### src/rtl/ahds_pkg.sv
`default_nettype none
package ahds_pkg;

    localparam int MAX_RANKS       = 64;
    localparam int MAX_PHASE_STEPS = 6;
    localparam int MAX_SLOTS       = 32;
    localparam int REM_ITERS       = 6;
    localparam int REM_CNT_W       = $clog2(REM_ITERS + 1);

    localparam int CFG_INDEX_W = 2;
    localparam int CFG_DATA_W  = 7;

    localparam logic [CFG_INDEX_W-1:0] CFG_RANK_COUNT = 2'd0;
    localparam logic [CFG_INDEX_W-1:0] CFG_MY_RANK    = 2'd1;

    typedef struct packed {
        logic [3:0] step;
        logic [3:0] total_steps;
    } ahds_in_t;

    typedef struct packed {
        logic [5:0] send_peer;
        logic [5:0] recv_peer;
        logic [5:0] slice_count;
        logic [5:0] tx_slice;
        logic [5:0] rx_slice;
        logic       phase;
        logic [2:0] phase_step;
        logic       slot_valid;
        logic       last;
    } ahds_out_t;

    typedef enum logic [1:0] {
        REM_ME,
        REM_STEP,
        REM_DIST
    } ahds_rem_sel_t;

    typedef enum logic [2:0] {
        ST_IDLE,
        ST_ME,
        ST_STEP,
        ST_DIST_GO,
        ST_DIST,
        ST_SETUP,
        ST_EMIT
    } ahds_state_t;

    typedef struct packed {
        logic          load;
        logic          rem_start;
        ahds_rem_sel_t rem_sel;
        logic          cap_me;
        logic          cap_step;
        logic          cap_dist;
        logic          setup;
        logic          advance;
    } ahds_cmd_t;

    typedef struct packed {
        logic rem_done;
        logic half_zero;
        logic out_last;
    } ahds_status_t;

endpackage
`default_nettype wire

### src/rtl/ahds_rem.sv
`default_nettype none
module ahds_rem (
    input  wire logic       aclk,
    input  wire logic       aresetn,
    input  wire logic       start,
    input  wire logic [5:0] dividend,
    input  wire logic [6:0] divisor,
    output logic      [5:0] remainder,
    output logic            done
);
    import ahds_pkg::*;

    logic [REM_CNT_W-1:0] cnt_reg, cnt_next;
    logic                 done_reg, done_next;
    logic [5:0]           quo_reg, quo_next;
    logic [5:0]           rem_reg, rem_next;
    logic [6:0]           trial;
    logic [6:0]           diff;

    // restoring remainder, one dividend bit per cycle
    always_comb begin
        trial = {rem_reg, quo_reg[5]};
        diff  = (trial >= divisor) ? (trial - divisor) : trial;
    end

    always_comb begin
        cnt_next  = cnt_reg;
        done_next = done_reg;
        quo_next  = quo_reg;
        rem_next  = rem_reg;
        if (start) begin
            cnt_next  = REM_CNT_W'(REM_ITERS);
            done_next = 1'b0;
            quo_next  = dividend;
            rem_next  = '0;
        end else if (cnt_reg != '0) begin
            cnt_next = cnt_reg - 1'b1;
            quo_next = {quo_reg[4:0], 1'b0};
            rem_next = diff[5:0];
            if (cnt_reg == REM_CNT_W'(1)) begin
                done_next = 1'b1;
            end
        end
    end

    always_ff @(posedge aclk) begin
        if (!aresetn) begin
            cnt_reg  <= '0;
            done_reg <= 1'b0;
        end else begin
            cnt_reg  <= cnt_next;
            done_reg <= done_next;
        end
        quo_reg <= quo_next;
        rem_reg <= rem_next;
    end

    assign remainder = rem_reg;
    assign done      = done_reg;

endmodule
`default_nettype wire

### src/rtl/ahds_dp.sv
`default_nettype none
module ahds_dp (
    input  wire logic                             aclk,
    input  wire logic                             aresetn,
    input  wire logic                             cfg_valid,
    input  wire logic [ahds_pkg::CFG_INDEX_W-1:0] cfg_index,
    input  wire logic [ahds_pkg::CFG_DATA_W-1:0]  cfg_data,
    input  wire ahds_pkg::ahds_in_t               s_data,
    input  wire ahds_pkg::ahds_cmd_t              cmd,
    output ahds_pkg::ahds_status_t                status,
    output ahds_pkg::ahds_out_t                   m_data
);
    import ahds_pkg::*;

    logic [6:0] rank_count_reg;
    logic [5:0] my_rank_reg;
    logic [3:0] step_reg;
    logic [2:0] half_reg, half_next;
    logic [5:0] me_reg;
    logic       ph_reg, ph_next;
    logic [2:0] s_reg, s_next;
    logic [2:0] e_reg, e_next;
    logic [5:0] dist_reg;
    logic [5:0] dm_reg;
    logic [5:0] ds_reg, ds_next;
    logic [5:0] remain_reg;
    ahds_out_t  out_reg, out_next;

    logic [6:0] rs;
    logic [5:0] rem_dividend;
    logic [6:0] rem_divisor;
    logic [5:0] rem_result;
    logic       rem_done;

    logic [5:0] me_sub, me_add;
    logic [6:0] ds2;
    logic [6:0] cnt_sum, cnt_full;
    logic [5:0] cnt;
    logic [5:0] tx_adv, rx_adv;

    // (v mod n) for v below 2n
    function automatic logic [5:0] wrap(input logic [7:0] v, input logic [6:0] n);
        logic [7:0] r;
        r = (v >= {1'b0, n}) ? (v - {1'b0, n}) : v;
        return r[5:0];
    endfunction

    always_comb begin
        if (rank_count_reg == '0) begin
            rs = 7'd1;
        end else if (rank_count_reg > 7'(MAX_RANKS)) begin
            rs = 7'(MAX_RANKS);
        end else begin
            rs = rank_count_reg;
        end
    end

    always_comb begin
        case (cmd.rem_sel)
            REM_ME: begin
                rem_dividend = my_rank_reg;
                rem_divisor  = rs;
            end
            REM_STEP: begin
                rem_dividend = {2'b00, step_reg};
                rem_divisor  = {4'b0000, half_reg};
            end
            REM_DIST: begin
                rem_dividend = dist_reg;
                rem_divisor  = rs;
            end
            default: begin
                rem_dividend = my_rank_reg;
                rem_divisor  = rs;
            end
        endcase
    end

    ahds_rem u_rem (
        .aclk      (aclk),
        .aresetn   (aresetn),
        .start     (cmd.rem_start),
        .dividend  (rem_dividend),
        .divisor   (rem_divisor),
        .remainder (rem_result),
        .done      (rem_done)
    );

    always_comb begin
        half_next = (s_data.total_steps[3:1] > 3'(MAX_PHASE_STEPS))
                  ? 3'(MAX_PHASE_STEPS) : s_data.total_steps[3:1];
    end

    // phase, step within phase and log2 of the distance
    always_comb begin
        ph_next = ({1'b0, step_reg} >= {2'b00, half_reg});
        s_next  = ph_next ? rem_result[2:0] : step_reg[2:0];
        e_next  = ph_next ? (half_reg - 3'd1 - s_next) : s_next;
    end

    always_comb begin
        me_sub   = wrap({2'b00, me_reg} + {1'b0, rs} - {2'b00, dm_reg}, rs);
        me_add   = wrap({2'b00, me_reg} + {2'b00, dm_reg}, rs);
        ds2      = {dm_reg, 1'b0};
        ds_next  = wrap({1'b0, ds2}, rs);
        cnt_sum  = rs - 7'd1 + {1'b0, dist_reg};
        cnt_full = cnt_sum >> (e_reg + 3'd1);
        cnt      = cnt_full[5:0];
        tx_adv   = wrap({2'b00, out_reg.tx_slice} + {1'b0, rs} - {2'b00, ds_reg}, rs);
        rx_adv   = wrap({2'b00, out_reg.rx_slice} + {1'b0, rs} - {2'b00, ds_reg}, rs);
    end

    always_comb begin
        out_next = out_reg;
        if (cmd.setup) begin
            if (half_reg == '0) begin
                out_next.send_peer   = me_reg;
                out_next.recv_peer   = me_reg;
                out_next.slice_count = '0;
                out_next.tx_slice    = '0;
                out_next.rx_slice    = '0;
                out_next.phase       = 1'b0;
                out_next.phase_step  = '0;
                out_next.slot_valid  = 1'b0;
                out_next.last        = 1'b1;
            end else begin
                out_next.send_peer   = ph_reg ? me_add : me_sub;
                out_next.recv_peer   = ph_reg ? me_sub : me_add;
                out_next.slice_count = cnt;
                out_next.phase       = ph_reg;
                out_next.phase_step  = s_reg;
                out_next.slot_valid  = (cnt != '0);
                out_next.last        = (cnt <= 6'd1);
                if (cnt == '0) begin
                    out_next.tx_slice = '0;
                    out_next.rx_slice = '0;
                end else begin
                    out_next.tx_slice = ph_reg ? me_reg : me_sub;
                    out_next.rx_slice = ph_reg ? me_sub : me_reg;
                end
            end
        end else if (cmd.advance && !out_reg.last) begin
            out_next.tx_slice = tx_adv;
            out_next.rx_slice = rx_adv;
            out_next.last     = (remain_reg == 6'd2);
        end
    end

    always_ff @(posedge aclk) begin
        if (!aresetn) begin
            rank_count_reg <= 7'd1;
            my_rank_reg    <= '0;
        end else if (cfg_valid) begin
            case (cfg_index)
                CFG_RANK_COUNT: rank_count_reg <= cfg_data;
                CFG_MY_RANK:    my_rank_reg    <= cfg_data[5:0];
                default: ;
            endcase
        end
    end

    always_ff @(posedge aclk) begin
        if (cmd.load) begin
            step_reg <= s_data.step;
            half_reg <= half_next;
        end
        if (cmd.cap_me) begin
            me_reg <= rem_result;
        end
        if (cmd.cap_step) begin
            ph_reg   <= ph_next;
            s_reg    <= s_next;
            e_reg    <= e_next;
            dist_reg <= 6'd1 << e_next;
        end
        if (cmd.cap_dist) begin
            dm_reg <= rem_result;
        end
        if (cmd.setup) begin
            ds_reg     <= ds_next;
            remain_reg <= cnt;
        end else if (cmd.advance) begin
            remain_reg <= remain_reg - 6'd1;
        end
        out_reg <= out_next;
    end

    assign status.rem_done  = rem_done;
    assign status.half_zero = (half_reg == '0);
    assign status.out_last  = out_reg.last;
    assign m_data           = out_reg;

    a_me_in_range: assert property (@(posedge aclk) disable iff (!aresetn)
        cmd.cap_me |=> (me_reg < rs))
        else $error("own position not reduced below rank count");

    a_dm_in_range: assert property (@(posedge aclk) disable iff (!aresetn)
        cmd.cap_dist |=> (dm_reg < rs))
        else $error("distance not reduced below rank count");

    a_slot_run: assert property (@(posedge aclk) disable iff (!aresetn)
        (cmd.advance && !out_reg.last) |=> (out_reg.slot_valid && remain_reg != '0))
        else $error("slot run ended without a last word");

endmodule
`default_nettype wire

### src/rtl/ahds_ctrl.sv
`default_nettype none
module ahds_ctrl (
    input  wire logic                   aclk,
    input  wire logic                   aresetn,
    input  wire logic                   s_valid,
    output logic                        s_ready,
    output logic                        m_valid,
    input  wire logic                   m_ready,
    input  wire ahds_pkg::ahds_status_t status,
    output ahds_pkg::ahds_cmd_t         cmd
);
    import ahds_pkg::*;

    ahds_state_t state_reg, state_next;

    always_comb begin
        state_next = state_reg;
        case (state_reg)
            ST_IDLE:    if (s_valid) state_next = ST_ME;
            ST_ME: begin
                if (status.rem_done) begin
                    state_next = status.half_zero ? ST_SETUP : ST_STEP;
                end
            end
            ST_STEP:    if (status.rem_done) state_next = ST_DIST_GO;
            ST_DIST_GO: state_next = ST_DIST;
            ST_DIST:    if (status.rem_done) state_next = ST_SETUP;
            ST_SETUP:   state_next = ST_EMIT;
            ST_EMIT:    if (m_ready && status.out_last) state_next = ST_IDLE;
            default:    state_next = ST_IDLE;
        endcase
    end

    always_comb begin
        cmd     = '0;
        cmd.rem_sel = REM_ME;
        s_ready = 1'b0;
        m_valid = 1'b0;
        case (state_reg)
            ST_IDLE: begin
                s_ready = 1'b1;
                if (s_valid) begin
                    cmd.load      = 1'b1;
                    cmd.rem_start = 1'b1;
                end
            end
            ST_ME: begin
                if (status.rem_done) begin
                    cmd.cap_me = 1'b1;
                    if (!status.half_zero) begin
                        cmd.rem_start = 1'b1;
                        cmd.rem_sel   = REM_STEP;
                    end
                end
            end
            ST_STEP: begin
                cmd.rem_sel  = REM_STEP;
                cmd.cap_step = status.rem_done;
            end
            ST_DIST_GO: begin
                cmd.rem_start = 1'b1;
                cmd.rem_sel   = REM_DIST;
            end
            ST_DIST: begin
                cmd.rem_sel  = REM_DIST;
                cmd.cap_dist = status.rem_done;
            end
            ST_SETUP: begin
                cmd.setup = 1'b1;
            end
            ST_EMIT: begin
                m_valid     = 1'b1;
                cmd.advance = m_ready;
            end
            default: ;
        endcase
    end

    always_ff @(posedge aclk) begin
        if (!aresetn) begin
            state_reg <= ST_IDLE;
        end else begin
            state_reg <= state_next;
        end
    end

    a_one_at_a_time: assert property (@(posedge aclk) disable iff (!aresetn)
        (s_valid && s_ready) |=> !s_ready)
        else $error("new word taken while a step is in progress");

    a_last_ends: assert property (@(posedge aclk) disable iff (!aresetn)
        (m_valid && m_ready && status.out_last) |=> (state_reg == ST_IDLE))
        else $error("last word did not end the step");

    a_setup_then_emit: assert property (@(posedge aclk) disable iff (!aresetn)
        cmd.setup |=> m_valid)
        else $error("setup not followed by output");

endmodule
`default_nettype wire

### src/rtl/allreduce_halving_doubling_step_schedule.sv
// Result words: after an input word is accepted, one result word per cycle while
// m_ready is high, up to the word marked last.
// Throughput: one step at a time; a new input word is taken only after the last
// result word of the step, and each step first runs three remainder passes
// through one shared divider (one pass when total_steps is below 2).
// Reset (aresetn low, synchronous): rank_count 1, my_rank 0, controller idle.
`default_nettype none
module allreduce_halving_doubling_step_schedule (
    input  wire logic                             aclk,
    input  wire logic                             aresetn,
    input  wire logic                             cfg_valid,
    output logic                                  cfg_ready,
    input  wire logic [ahds_pkg::CFG_INDEX_W-1:0] cfg_index,
    input  wire logic [ahds_pkg::CFG_DATA_W-1:0]  cfg_data,
    input  wire logic                             s_valid,
    output logic                                  s_ready,
    input  wire ahds_pkg::ahds_in_t               s_data,
    output logic                                  m_valid,
    input  wire logic                             m_ready,
    output ahds_pkg::ahds_out_t                   m_data
);
    import ahds_pkg::*;

    ahds_cmd_t    cmd;
    ahds_status_t status;

    assign cfg_ready = 1'b1;

    ahds_ctrl u_ctrl (
        .aclk    (aclk),
        .aresetn (aresetn),
        .s_valid (s_valid),
        .s_ready (s_ready),
        .m_valid (m_valid),
        .m_ready (m_ready),
        .status  (status),
        .cmd     (cmd)
    );

    ahds_dp u_dp (
        .aclk      (aclk),
        .aresetn   (aresetn),
        .cfg_valid (cfg_valid),
        .cfg_index (cfg_index),
        .cfg_data  (cfg_data),
        .s_data    (s_data),
        .cmd       (cmd),
        .status    (status),
        .m_data    (m_data)
    );

endmodule
`default_nettype wire

### config.mk
export PLATFORM = sky130hd
export DESIGN_NAME = allreduce_halving_doubling_step_schedule
export DESIGN_NICKNAME = d
export VERILOG_FILES = /design/src/rtl/ahds_pkg.sv /design/src/rtl/ahds_rem.sv /design/src/rtl/ahds_dp.sv /design/src/rtl/ahds_ctrl.sv /design/src/rtl/allreduce_halving_doubling_step_schedule.sv
export SDC_FILE = /design/constraint.sdc
export NUM_CORES = 1
export LEC_CHECK = 0
export BUFFER_PORTS_ARGS = -buffer_cell sky130_fd_sc_hd__buf_2
export CORE_MARGIN = 2
export CORE_UTILIZATION = 25
export CTS_BUF_LIST = sky130_fd_sc_hd__clkbuf_8
export CTS_CLUSTER_DIAMETER = 100
export DETAILED_ROUTE_END_ITERATION = 10
export PLACE_DENSITY = 0.43
export RECOVER_POWER = 100
export SETUP_SLACK_MARGIN = 0.15
export SLEW_MARGIN = 20
export SYNTH_ARGS = -nofsm -noshare
export SYNTH_HDL_FRONTEND = slang
export SYNTH_SLANG_ARGS = --single-unit
### constraint.sdc
create_clock -name aclk -period 5.97 [get_ports aclk]
set_clock_uncertainty 0.05 [all_clocks]
set_input_delay 0.2985 -clock aclk [delete_from_list [all_inputs] [get_ports aclk]]
set_output_delay 0.2985 -clock aclk [all_outputs]
set_load 0.01 [all_outputs]
# After elaboration in Yosys (flattened, before gate mapping)
# Index checks and enable logic that the tools add are counted.
[word_totals]
wordCells = 144
regBits = 112
out_inout_bits = 39
[classes]
reduce_logical = 19
mux = 48
shifts = 2
addsub = 20
bitwise = 1
magnitude_cmp = 10
eq_ne = 16
[ops]
columns = ["op", "count"]
rows = [
  ["two-way mux 6 bit", 14],
  ["two-way mux 12 bit", 3],
  ["two-way mux 36 bit", 1],
  ["subtractor 6 bit", 6],
  ["two-way mux 3 bit", 11],
  ["adder 6 x 7 -> 8 bit", 3],
  ["greater-or-equal comparator 8 x 7 -> 1 bit", 3],
  ["subtractor 8 x 6 -> 8 bit", 3],
  ["greater-or-equal comparator 7 bit", 3],
  ["two-way mux 7 bit", 3],
  ["one-hot mux 3 bit (7 select lines)", 1],
  ["one-hot mux 6 bit (2 select lines)", 1],
  ["two-way mux 1 bit", 10],
  ["equality test 3 bit, second input constant", 3],
  ["inequality test 2 x 1 -> 1 bit, second input constant", 4],
  ["adder 6 x 6 -> 7 bit", 1],
  ["adder 7 x 6 -> 7 bit", 1],
  ["> comparator 7 bit, second input constant", 1],
  ["zero test 7 bit", 1],
  [">> shifter 7 x 3 -> 6 bit", 1],
  ["subtractor 7 x 1 -> 7 bit, second input constant", 1],
  ["equality test 3 x 1 -> 1 bit, second input constant", 2],
  ["equality test 3 x 2 -> 1 bit, second input constant", 2],
  ["equality test 6 x 2 -> 1 bit, second input constant", 1],
  ["other kinds (27)", 36],
]

# Longest topological paths before layout
# Gate-level depths: netlist (run 1).
[logic_depth]
word_depth = 11
ltp_mapped = 20
mapped_depth_nobuf = 19

# Cells and area by module
# A second synthesis (run 1) with hierarchy kept.
[unflattened]
cells_unflattened = 973
hier_area_um2 = 9280.2
[modules_own_cells]
columns = ["mod", "cells_each", "area_per_inst_um2", "n_inst"]
rows = [
  ["ahds_dp", 819, 7943.9, 1],
  ["ahds_rem", 104, 999.7, 1],
  ["ahds_ctrl", 48, 325.3, 1],
  ["allreduce_halving_doubling_step_schedule", 2, 11.3, 1],
]

# Least setup slack after synthesis (run 1)
# OpenSTA, ideal clock, no wires.
[synth_timing]
kind = "reg-to-reg"
from = "register u_dp.rank_count_reg[6]"
to = "register u_dp.out_reg (netlist bit u_dp.m_data[15]), data pin"
synth_period_minus_slack_ns = 4.676
t_arrival_ns = 4.309
path_stages_with_launch = 21
required_time_ns = 5.603
slack_ns = 1.294
setup_time_ns = 0.317
path_cell_list = "dfxtp_1 -> inv_1 -> buf_1 -> nand2_1 -> fa_1 -> inv_1 -> ha_1 -> a21oi_1 -> nand4b_1 -> nand2_1 -> nor2_1 -> xnor2_1 -> ha_1 -> o21ai_0 -> a31oi_1 -> o21ai_0 -> nand3b_1 -> buf_2 -> mux2_2 -> nor2_1 -> o32ai_2"
[synth_rtl]
columns = ["element", "line", "text"]
rows = [
  ["from (decl)", "ahds_dp.sv:15", "logic [6:0] rank_count_reg;"],
  ["from (signal assigned)", "ahds_dp.sv:155", "CFG_RANK_COUNT: rank_count_reg <= cfg_data;"],
  ["to (signal assigned)", "ahds_dp.sv:185", "out_reg <= out_next;"],
  ["to (decl)", "ahds_dp.sv:27", "ahds_out_t out_reg, out_next;"],
]

==> results of run 1 <==
stage by stage:
step	instance area, um^2	std cells
5_1_grt	9880	1450
4_1_cts	10000	1450
3_3_place_gp	9770	1428
2_1_floorplan	8960	929
6_report	9880	1450
3_5_place_dp	9770	1428
metal layers:
metal | GRT usage, % | share of wire, % | up-vias
li1 | - | - | 3376
met1 | 17.3 | 49 | 3164
met2 | 21.6 | 48 | 99
met3 | 2.04 | 2.8 | 15
met4 | 2.52 | 1.1 | 0
met5 | 0 | 0 | -
worst max-delay path by stage:
stage	startpoint	end	cells past startpoint
global route	u_dp.rank_count_reg[1]$_SDFFE_PN0P_	u_dp.m_data[15]$_DFFE_PP_	17
finish	u_dp.rank_count_reg[6]$_SDFFE_PN0P_	u_dp.m_data[10]$_DFFE_PP_	14
global placement	u_dp.rank_count_reg[1]$_SDFFE_PN0P_	u_dp.m_data[14]$_DFFE_PP_	19
detailed placement	u_dp.rank_count_reg[1]$_SDFFE_PN0P_	u_dp.m_data[14]$_DFFE_PP_	19
CTS	u_dp.rank_count_reg[1]$_SDFFE_PN0P_	u_dp.m_data[14]$_DFFE_PP_	19
floorplan	u_dp.rank_count_reg[6]$_SDFFE_PN0P_	u_dp.m_data[15]$_DFFE_PP_	20
cells in the mapped netlist, types with 5 or more instances:
cell type  count  area (um^2)
mux2i_1       48          480
mux2_4         5         75.1
inv_1        117          439
o22ai_1        7         43.8
o21bai_1       7         52.6
nor3_1        14         70.1
nand3_1        5         25.0
a31oi_1        9         56.3
fa_1          27          541
nand2_1       63          236
dfxtp_1       26          521
nor2b_1        8         50.1
o21ai_0       49          245
nor2_1        87          327
o32ai_2        5         81.3
ha_1          93         1160
o21a_1         9         67.6
a21oi_1       56          280
clkbuf_1      22         82.6
xnor2_1       35          307
a21o_1        21          158
mux2_2         6         67.6
and2_1        13         81.3
edfxtp_1      86         2580
xor2_1        17          149
nand2b_1       5         31.3
cells by family after synthesis:
logic type | synth area share [%]
buf+inv | 6.35
compound gates | 16.9
simple gates | 11.1
other cells | 0.0418
fa+ha+maj | 19.0
mux | 6.95
flops | 34.6
xor+xnor | 5.08
cell type report:
class,instances,share of cell area [%]
Clock buffer,9,1.25
Clock inverter,7,0.785
Inverter,117,4.45
Multi-Input combinational cell,671,52.6
Sequential cell,112,31.4
Tap cell,461,5.84
Timing Repair Buffer,73,3.61
critical path, delay by kind of cell, from the launching register on:
kind	cells	cell delay [ns]
compound gates	7	1.88
fa+ha+maj	2	0.67
buf+inv	3	0.98
flops	1	0.49
simple gates	2	0.56
power breakdown:
part,switching [W],total [W],internal [W]
clock,0.000311,0.000476,0.000165
sequential,0.0000514,0.000960,0.000908
combinational,0.000353,0.000617,0.000264
==> out/results.ini, run 1 <==
[clock_tree]
clockRootBuffer=clkbuf_8
insertion_delay_ns=0.42
htree_levels=3
ctsLongestPathBuffers=2
clk_pin_slew_worst_paths_ns=0.12
cts_made_buffers=9
cts_resized=0
cts_setup_buffers=0
cts_sinks=112
hold_buffers=6
cts_tree=done

[yosys]
synth_edf_count=86
synth_flop_cell=edfxtp_1
netlist_area_mm2=0.00896
synth_cell_type_count=74
synthArstFlopShare_pct=0
netlist_instances=929
syn_area_per_cell_um2=9.65
synth_fp_nets=1071
ys_seq_area_share_pct=34.6
yosys_warnings=0
ys_ff_latch=112

[pwr]
p_total_w=0.00205
leakage_nw=4.19
vdd_ir_drop_max_uv=120
p_per_area_mw_per_mm2=208

[finish]
nets=1126
multi_input_area_mm2=0.00520
drive_gt1_share_pct=6.17
final_common_cell=inv_1
nFillCells=3855
regArea_mm2=0.00310
antenna_cells=0
final_cell_mix=inv_1, ha_1, nor2_1, edfxtp_1, nand2_1
syn_to_final_growth_pct=10.2
largest_reg_flops=36
postLayoutCoreUtil_pct=27.9

[floorplan]
start_util_pct=25.3
core_area_mm2=0.0354
dieHeight_um=193
num_rows=69
ios=61
dieArea_mm2=0.0374
die_w_um=193

[placed_design]
portBuffers=58
pre_cts_ws_ns=1.04
dp_hpwl_um=18300
gp_congestion=0.774

[setup_path]
end_kind=flip-flop
worstPathMaxFanout=12
path_cells=inv_1, nand2_1, clkbuf_1, ha_1, inv_1, ha_1, o21a_1, a21o_1, a211oi_1, o32ai_1, a21oi_1, a41oi_1, nand2_2, o32ai_1
reg2reg_to=u_dp.m_data[10]$_DFFE_PP_
cp.arrival_ns=5.03
slowest_delay_ns=0.71
slowest_stage=clkbuf_1
worstPathRequired_ns=5.96
reg2regPathDepth=14
r2r_start=u_dp.rank_count_reg[6]$_SDFFE_PN0P_
startpoint_type=flip-flop
worstSetupPathType=flip-flop to flip-flop
worst-r2r-setup-slack_ns=0.94

[run_status]
status=complete, but fails checks
violations=capacitance limit, slew limit

[timing]
fmax_ghz=0.199
setup_violations=0
post-route-min-period_ns=5.03
rsz0062_at_grt=no
hold_violations=0
hold_ws_ns=0.0539
finalSetupTns_ns=0
max_slew_margin_pct=-76.9
fin_ws_ns=0.935
fin_crit_sh_pct=84.3
tightest_slew_ns=2.65
slew_violations=65

[grt]
grt_pass1_vias=6645
antenna_found_initial=0
track_usage_pct=12.8
grt_max_degree=51
overflow=0
grt_pass1_wl_um=37500

[worst_hold_path]
worstHoldEndpoint=u_dp.rank_count_reg[6]$_SDFFE_PN0P_
hp-start=cfg_data[6]
whs_path_depth=3
hold_path.class=input pin to flip-flop

[detailed_routing]
drt_first_pass_iters=5
drt-initial-drc-count=338
vias_per_cell=4.59
drcViolationCount=0
ant_nets=0
wire_per_inst_um=16.2
via_count=6654
finalWirelength_um=23600

[job]
maxCapViolCount=2

(Power assumes the default switching activity.)
==> run 2: changes to the inputs <==
--- a/config.mk
+++ b/config.mk
@@ -5,13 +5,14 @@
 export SDC_FILE = /design/constraint.sdc
 export NUM_CORES = 1
 export LEC_CHECK = 0
+export ABC_AREA = 1
 export BUFFER_PORTS_ARGS = -buffer_cell sky130_fd_sc_hd__buf_2
 export CORE_MARGIN = 2
 export CORE_UTILIZATION = 25
 export CTS_BUF_LIST = sky130_fd_sc_hd__clkbuf_8
 export CTS_CLUSTER_DIAMETER = 100
 export DETAILED_ROUTE_END_ITERATION = 10
-export PLACE_DENSITY = 0.43
+export PLACE_DENSITY = 0.44
 export RECOVER_POWER = 100
 export SETUP_SLACK_MARGIN = 0.15
 export SLEW_MARGIN = 20
==> constraint.sdc (replaced) <==
create_clock -name aclk -period 4.6 [get_ports aclk]
set_clock_uncertainty 0.05 [all_clocks]
set_input_delay 0.23 -clock aclk [delete_from_list [all_inputs] [get_ports aclk]]
set_output_delay 0.23 -clock aclk [all_outputs]
set_load 0.01 [all_outputs]
==> out/results.ini, run 2 <==
[run_status]
status=completed

[detailed_routing]
finalWirelength_um=24700
drt_first_pass_iters=6
drt-initial-drc-count=446
via_count=7526
wire_per_inst_um=14.5
ant_nets=0
drcViolationCount=0
vias_per_cell=4.43

[placed_design]
place_area_mm2=0.0102
portBuffers=58
gp_congestion=0.830
dp_hpwl_um=20300

[grt]
antenna_found_initial=0
overflow=0
grt_pass1_wl_um=40100
grt_pass1_vias=7403
grt_max_degree=37
track_usage_pct=13.4

[yosys]
netlist_area_mm2=0.00921
synth_fp_nets=1285
yosys_warnings=0
synth_flop_cell=edfxtp_1
synth_area_leaders=edfxtp_1, ha_1, nand2_1
synth_cell_type_count=56
ys_top_cells_by_count=nand2_1, inv_1, ha_1
synth_edf_count=86
synthMostInstantiatedCell=nand2_1
netlist_instances=1143
synth_top_area_cell=edfxtp_1
ys_ff_latch=112
syn_area_per_cell_um2=8.06
synthArstFlopShare_pct=0
synth_top_area_share_pct=28.0
ys_seq_area_share_pct=33.7

[pwr]
leakage_nw=4.78
vdd_ir_drop_max_uv=172
p_per_area_mw_per_mm2=396

[finish]
drive_gt1_share_pct=6.98
final_area_mm2=0.0104
syn_to_final_growth_pct=12.8
final_common_cell=nand2_1
nets=1369
largest_reg_flops=36
antenna_cells=0
postLayoutCoreUtil_pct=28.5
final_cell_mix=nand2_1, inv_1, ha_1, edfxtp_1, nand3_1

[timing]
hold_violations=0
fin_crit_sh_pct=90.1
slew_violations=0
hold_ws_ns=0.120
post-route-min-period_ns=4.14
rsz0062_at_grt=yes
setup_violations=0
finalSetupTns_ns=0
fmax_ghz=0.241
tightest_slew_ns=1.10
max_slew_margin_pct=27.0

[floorplan]
dieArea_mm2=0.0384
die_w_um=196
start_util_pct=25.3
dieHeight_um=196
ios=61
core_area_mm2=0.0364
num_rows=70

[clock_tree]
htree_levels=3
cts_setup_buffers=0
cts_sinks=112
ctsLongestPathBuffers=2
clk_pin_slew_worst_paths_ns=0.14
cts_made_buffers=9
cts_tree=done
clockRootBuffer=clkbuf_8
insertion_delay_ns=0.42

[setup_path]
worstPathRequired_ns=4.83
worstPathMaxFanout=6
end_kind=flip-flop
cp.arrival_ns=4.37
worstSetupPathType=flip-flop to flip-flop
startpoint_type=flip-flop

[worst_hold_path]
hold_path.class=input pin to flip-flop

[job]
maxCapViolCount=0

## run 2: critical path: stages (launching register included)
cell	delay [ns]
dfxtp_1	0.33
nor2_1	0.12
nand4_1	0.13
nand2_1	0.10
buf_4	0.13
nand2_1	0.10
fa_1	0.49
inv_1	0.04
ha_1	0.37
nand2_1	0.12
or2_2	0.32
nand3_1	0.07
nand2_1	0.05
nand2_1	0.09
inv_1	0.05
ha_1	0.28
a21o_1	0.18
a21oi_1	0.13
nand2_1	0.08
inv_2	0.08
nand2_2	0.09
nand2_1	0.10
nand3_1	0.10
nand2_1	0.10
nand4_1	0.19
nand2_1	0.13
## run 2: what timing repair did
item                                    CTS  global route
endpoints found under the setup margin    0            24
endpoints found under the hold margin    12             0
gates resized for setup                   0            14
hold buffers                             12             0
## run 2: power breakdown
part	total [W]	leakage, nW	internal [W]	switching [W]
registers	0.00143	1.00	0.00132	0.000106
clock network	0.000649	0.108	0.000229	0.000420
logic	0.00204	3.67	0.000764	0.00128
total	0.00412	4.78	0.00231	0.00180
## run 2: layout make-up
| type | instances | area, um^2 |
|---|---|---|
| clock buffer | 9 | 124 |
| clock inverter | 7 | 93.8 |
| timing repair buffer | 98 | 543 |
| fill | 4013 | 26000 |
| tap | 468 | 586 |
| sequential | 112 | 3100 |
| inverter | 202 | 774 |
| multi-input combinational | 804 | 5160 |
## run 2: cells by family (layout without fill, tap and decap cells)
group | count (synthesis) | after routing | share of synthesized area, %
adders and majority gates | 120 | 120 | 18.5
DFF | 112 | 112 | 33.7
xor gates and xnor gates | 49 | 49 | 4.95
other | 1 | 1 | 0.0407
and+or+nand+nor | 453 | 453 | 21.7
buffers and inverters | 227 | 316 | 10.0
muxes | 1 | 1 | 0.109
AOI/OAI and AO/OA | 180 | 180 | 11.0
## run 2: metal layers
layer	track usage, %	up-vias	wire [um]
met5	0	-	0
met4	2.10	0	144
met3	2.29	9	905
met2	20.8	134	10600
met1	19.7	3435	13000
li1	-	3948	-
## run 2: worst paths after layout
path                                         from                                  to  slack [ns]  depth (start not counted)
max           u_dp.rank_count_reg[4]$_SDFFE_PN0P_           u_dp.m_data[11]$_DFFE_PP_        0.46                         25
min                                       aresetn  u_dp.u_rem.cnt_reg[1]$_SDFFE_PN0P_        0.12                          3
min reg2reg  u_dp.u_rem.remainder[3]$_SDFFE_PP0P_            u_dp.me_reg[3]$_DFFE_PP_        0.47                          0
max reg2reg   u_dp.rank_count_reg[4]$_SDFFE_PN0P_           u_dp.m_data[11]$_DFFE_PP_        0.46                         25
## run 2: per-stage QoR
| stage | cells | power (W) | worst slack [ns] |
|---|---|---|---|
| 6_report | 1700 | 0.00412 | 0.457 |
| 5_1_grt | 1700 | 0.00457 | 0.0804 |
| 4_1_cts | 1700 | 0.00421 | 0.289 |
| 3_5_place_dp | 1672 | 0.00353 | 0.303 |
| 3_3_place_gp | 1672 | 0.00352 | 0.330 |
| 2_1_floorplan | 1143 | 0.00304 | 0.493 |
